--- config.mk ---
export PLATFORM = sky130hd
export DESIGN_NAME = sscc_div
export DESIGN_NICKNAME = d
export VERILOG_FILES = /design/src/rtl/sscc_pkg.sv /design/src/rtl/sscc_div.sv
export SDC_FILE = /design/constraint.sdc
export NUM_CORES = 2
export LEC_CHECK = 0
export BUFFER_PORTS_ARGS = -buffer_cell sky130_fd_sc_hd__clkbuf_2
export CAP_MARGIN = 0
export CORE_ASPECT_RATIO = 1.1
export CORE_MARGIN = 10
export CORE_UTILIZATION = 40
export DETAILED_ROUTE_END_ITERATION = 16
export SYNTH_ARGS = -nofsm -noshare
export SYNTH_HDL_FRONTEND = slang
export SYNTH_SLANG_ARGS = --single-unit
--- constraint.sdc ---
create_clock -name clk_i -period 12.2 [get_ports clk_i]
set_clock_uncertainty 0.15 [all_clocks]
set_input_delay 0.61 -clock clk_i [delete_from_list [all_inputs] [get_ports clk_i]]
set_output_delay 0.61 -clock clk_i [all_outputs]
set_load 0.03 [all_outputs]
--- src/rtl/sscc_pkg.sv ---
// package: types, constants and helpers for the sun sensor chebyshev calibration
package sscc_pkg;

  localparam int unsigned MaxTermsDef = 6;
  localparam int unsigned CoeffSlots = 6;
  localparam int unsigned RawW = 16;
  localparam int unsigned XW = 20;
  localparam int unsigned QW = 36;
  localparam int unsigned CoefW = 20;
  localparam int unsigned AccW = 32;
  localparam int unsigned CntW = 3;
  localparam int unsigned CosW = 17;
  localparam int unsigned CfgIdxW = 3;
  localparam int unsigned CfgDataW = 20;
  localparam logic [XW-1:0] XMax = '1;
  localparam logic signed [AccW-1:0] OneQ16 = 32'sd65536;

  typedef enum logic [CfgIdxW-1:0] {
    RegFullScale = 3'd0,
    RegTermCount = 3'd1,
    RegCoeff0 = 3'd2,
    RegCoeff1 = 3'd3,
    RegCoeff2 = 3'd4,
    RegCoeff3 = 3'd5,
    RegCoeff4 = 3'd6,
    RegCoeff5 = 3'd7
  } reg_idx_e;

  typedef struct packed {
    logic [RawW-1:0] raw_sample;
    logic frame_end;
  } in_item_t;

  typedef struct packed {
    logic [CosW-1:0] cos_value;
    logic frame_last;
  } out_item_t;

  typedef struct packed {
    logic [RawW-1:0] full_scale;
    logic [CntW-1:0] term_count;
  } cfg_t;

  function automatic logic signed [AccW-1:0] sat32(input logic signed [55:0] v);
    logic signed [55:0] hi;
    logic signed [55:0] lo;
    hi = 56'sd2147483647;
    lo = -56'sd2147483648;
    if (v > hi) return 32'sh7fffffff;
    if (v < lo) return 32'sh80000000;
    return v[AccW-1:0];
  endfunction

endpackage

--- src/rtl/sscc_div.sv ---
// pipelined restoring divider: x = floor(raw * 65536 / full_scale), saturated
module sscc_div
  import sscc_pkg::*;
(
  input  logic clk_i,
  input  logic rst_ni,
  input  logic valid_i,
  input  logic [RawW-1:0] raw_i,
  input  logic frame_i,
  input  logic [RawW-1:0] div_i,
  output logic valid_o,
  output logic [XW-1:0] x_o,
  output logic frame_o
);

  localparam int unsigned Steps = QW;
  localparam int unsigned PerStage = 4;
  localparam int unsigned Stages = Steps / PerStage;

  logic [Stages:0] v_q;
  logic [Stages:0] f_q;
  logic [QW-1:0] n_q [Stages+1];
  logic [QW-1:0] q_q [Stages+1];
  logic [RawW:0] r_q [Stages+1];
  logic [RawW-1:0] d_q [Stages+1];

  always_comb begin
    v_q[0] = valid_i;
    f_q[0] = frame_i;
    n_q[0] = {4'd0, raw_i, 16'd0};
    q_q[0] = '0;
    r_q[0] = '0;
    d_q[0] = div_i;
  end

  for (genvar s = 0; s < Stages; s++) begin : g_st
    logic [QW-1:0] n_d;
    logic [QW-1:0] q_d;
    logic [RawW:0] r_d;
    always_comb begin
      logic [RawW+1:0] t;
      n_d = n_q[s];
      q_d = q_q[s];
      r_d = r_q[s];
      for (int i = 0; i < PerStage; i++) begin
        t = {r_d, n_d[QW-1]};
        n_d = {n_d[QW-2:0], 1'b0};
        if (t >= {2'b00, d_q[s]}) begin
          t = t - {2'b00, d_q[s]};
          q_d = {q_d[QW-2:0], 1'b1};
        end else begin
          q_d = {q_d[QW-2:0], 1'b0};
        end
        r_d = t[RawW:0];
      end
    end
    always_ff @(posedge clk_i or negedge rst_ni) begin
      if (!rst_ni) begin
        v_q[s+1] <= 1'b0;
      end else begin
        v_q[s+1] <= v_q[s];
      end
    end
    always_ff @(posedge clk_i) begin
      f_q[s+1] <= f_q[s];
      n_q[s+1] <= n_d;
      q_q[s+1] <= q_d;
      r_q[s+1] <= r_d;
      d_q[s+1] <= d_q[s];
    end
  end

  assign valid_o = v_q[Stages];
  assign frame_o = f_q[Stages];
  assign x_o = (d_q[Stages] == '0 || q_q[Stages][QW-1:XW] != '0) ? XMax
             : q_q[Stages][XW-1:0];

endmodule

==> metrics.md <==
| Metric | Value |
|---|---|
| Status | completed |
| Final nets | 5843 |
| Mapped Avg Cell Area | 8.314 um2 |
| Hold Path Class | in -> reg |
| Placed cells | roughly 6500 |
| Clk buf depth | 3 |
| Dpl hpwl | roughly 96000 um |
| Top cells by area, synth | dfxtp_1, ha_1, xnor2_1 |
| Clock Sinks | around 520 |
| Via count | between 30000 and 40000 |
| Worst slew margin | between 40% and 50% |
| Routed Antenna Nets | 0 |
| Initial antenna violation count | 0 |
| Final worst slack | 904.3 ps |
| R2R Path End | r_q[126]$_DFF_P_ |
| H-tree depth | 2 |
| Hold path start | div_i[1] |
| Starting Density | 40.17% |
| Fin Setup TNS | 0 ps |
| Drt wl/cell | around 18 um |
| Worst setup EP type | flip-flop |
| Initial DRC count | ~2300 |
| Endpoint of the worst hold path | d_q[129]$_DFF_P_ |
| # setup viols final | 0 |
| Syn nets | 5695 |
| Area leader, netlist | dfxtp_1 |
| Rows | roughly 130 |
| DR vias/cell | 5.523 |
| Post-synthesis register bit count | between 500 and 600 |
| Number of synthesized flops with an enable pin | 0 |
| Clock Pin Slew Worst Setup and Hold Paths | roughly 70 ps |
| Clock Latency Late Sink | 660 ps |
| Die Span Y | 361.2 um |
| Total track usage | about a fifth |
| I/O pin total | 58 |
| Final min period | around 11000 ps |
| Synthesis Warnings | 0 |
| Worst path max stage delay | around 550 ps |
| Post-synthesis sequential area ratio | roughly 25% |
| Root cell of the clock tree | clkbuf_16 |
| R2r worst-path depth | 51 |
| Async SR Flop Fraction | 1.737% |
| Initial DRT Pass Iterations | 6 |
| Fin crit share | slightly above 90% |
| WP data required | between 10000 and 15000 ps |
| FF-to-FF Start | d_q[128]$_DFF_P_ |
| RSZ-0062 raised after global routing | no |
| Synth top area share | between 20% and 30% |
| CTS tree | built |
| Share of cells above drive strength 1 | between 10% and 20% |
| Area Growth Syn to Fin | 11.70% |
| Critical Path Fanout Max | 15 |
| PortBufs | between 50 and 60 |
| Hold Path Cell Cnt | 1 |
| Placer Congestion | ~0.91 |
| Max Cap Violations | 0 |
| Core Box Area | approximately 110000 um2 |
| Synth Flop Type | dfxtp_1 |
| Post-Syn Area | approximately 42000 um2 |
| Crit path top cell by count | a21oi_1 |
| Cell count after synthesis | 5093 |
| Max-slew violation count | 0 |
| Cell area after layout | around 47000 um2 |
| DRC | 0 |
| Reg2Reg Setup Slack | 900 ps |
| Cell variety after synth | between 100 and 150 |
| Remaining global-route overflow | 0 |
| Drt total wl | around 120000 um |
| Place WS | -62.34 ps |
| Final hold vios | 0 |
| Non-filler instance count after layout | between 6000 and 7000 |
| Crit path DAT | 11740 ps |
| Placed Area | between 40000 and 50000 um2 |
| Number of global-route vias before repair | roughly 36000 |
| Global-route wire length before repair | around 190000 um |
| Total CTS buffers | 58 |
| Startpoint Class | flip-flop |
| Slowest CP cell | dfxtp_1 |
| Die width | approximately 330 um |
| Fmax | slightly below 90 MHz |
| Critical setup path kind | reg -> reg |
| Worst Tran Pin Value | 780.2 ps |
| Largest net degree at the start of global routing | 25 |
| Die ar. | 119300 um2 |
[per-layer routing]
layer / global-route usage (%) / share of wire [%] / up-vias
met5: 0 / 0 / -
met4: 7.119 / 3.6 / 0
met3: 1.921 / 3.4 / 211
met2: 33.67 / 48 / 716
met1: 23.75 / 45 / 17250
li1: - / - / 18790
[worst max-delay path by stage]
stage / slack (ps) / endpoint / from / depth (start not counted)
global placement: 110 / r_q[117]$_DFF_P_ / d_q[113]$_DFF_P_ / 44
detailed placement: -60 / r_q[117]$_DFF_P_ / d_q[113]$_DFF_P_ / 44
CTS: 70 / r_q[104]$_DFF_P_ / d_q[113]$_DFF_P_ / 44
floorplan: 1100 / r_q[87]$_DFF_P_ / d_q[97]$_DFF_P_ / 47
finish: 900 / r_q[126]$_DFF_P_ / d_q[128]$_DFF_P_ / 51
global route: 20 / r_q[36]$_DFF_P_ / d_q[49]$_DFF_P_ / 42
[critical path: cells and delay by family (launching register included)]
| family | cells | cell delay [ps] |
|---|---|---|
| AOI/OAI and AO/OA | 27 | 6030 |
| adders and majority gates | 5 | 1780 |
| buffers and inverters | 8 | 1160 |
| and+or+nand+nor | 9 | 1090 |
| DFF | 1 | 550 |
| muxes | 1 | 290 |
| xor gates and xnor gates | 1 | 140 |
[synthesized netlist by cell type, types with 83 or more instances]
library cell / number
ha_1: 546
dfxtp_1: 509
a21oi_1: 449
nor2_1: 372
nand2_1: 370
inv_1: 341
o21ai_0: 313
xnor2_1: 294
mux2_2: 201
a21o_1: 187
xor2_1: 122
nor3_1: 113
o21a_1: 107
nand2b_1: 87
nand3_1: 83
[layout by cell type, fill, tap and decap left out, types with 29 or more instances in the layout]
cell type	instances
a211oi_1	46
a21boi_0	29
a21o_1	187
a21oi_1	446
a221o_1	40
a31oi_1	31
and3_1	43
buf_4	96
clkbuf_16	59
clkbuf_2	57
dfxtp_1	507
dlygate4sd3_1	32
ha_1	546
inv_1	341
mux2_2	201
mux2i_1	47
nand2_1	370
nand2b_1	87
nand3_1	83
nand4_1	66
nor2_1	372
nor2b_1	78
nor3_1	111
nor4_1	32
o211ai_1	34
o21a_1	107
o21ai_0	311
o21bai_1	60
o31ai_1	39
xnor2_1	294
xor2_1	122
[flip-flops by register name (all words and copies together), names as in the netlist]
register,flops
v_q,8
f_q,8
q_q,180
frame_o,1
d_q,144
n_q,16
g_st.n_d,24
r_q,136
valid_o,1
[kinds of logic after synthesis]
group	count (synthesis)	synth area share (%)
compound gates	1506	23.09
xor+xnor	416	8.605
fa+ha+maj	566	17.08
buf+inv	444	4.042
flops	518	24.60
mux	255	6.649
simple gates	1388	15.94
[layout make-up]
type                    instances  area, um2
repair buffers                185       1326
multi-input cells            4131      30330
well taps                    1397       1748
fillers                     10510      58120
flip-flops and latches        518      10420
diodes                          5      12.51
clock buffers                  69       1594
inverters                     347       1305
clock inverters                41      558.0
[metrics by stage]
step                      hold WS, ps  utilization (%)
after floorplan                 159.6                -
after global placement          160.6            42.36
after detailed placement        162.1            42.36
after CTS                       37.12            44.71
after global routing            57.40            44.85
final                           85.79            44.87
[timing repair]
action	4_1_cts	5_1_grt
pin swaps	0	5
setup endpoints to repair	2	65
endpoints found under the hold margin	40	0
setup buffers	0	14
resized for setup	1	14
hold buffers	32	0
Power is left out: the tool's default activity adds up to more than one toggle a clock period on the data nets, which glitch-free logic cannot reach.
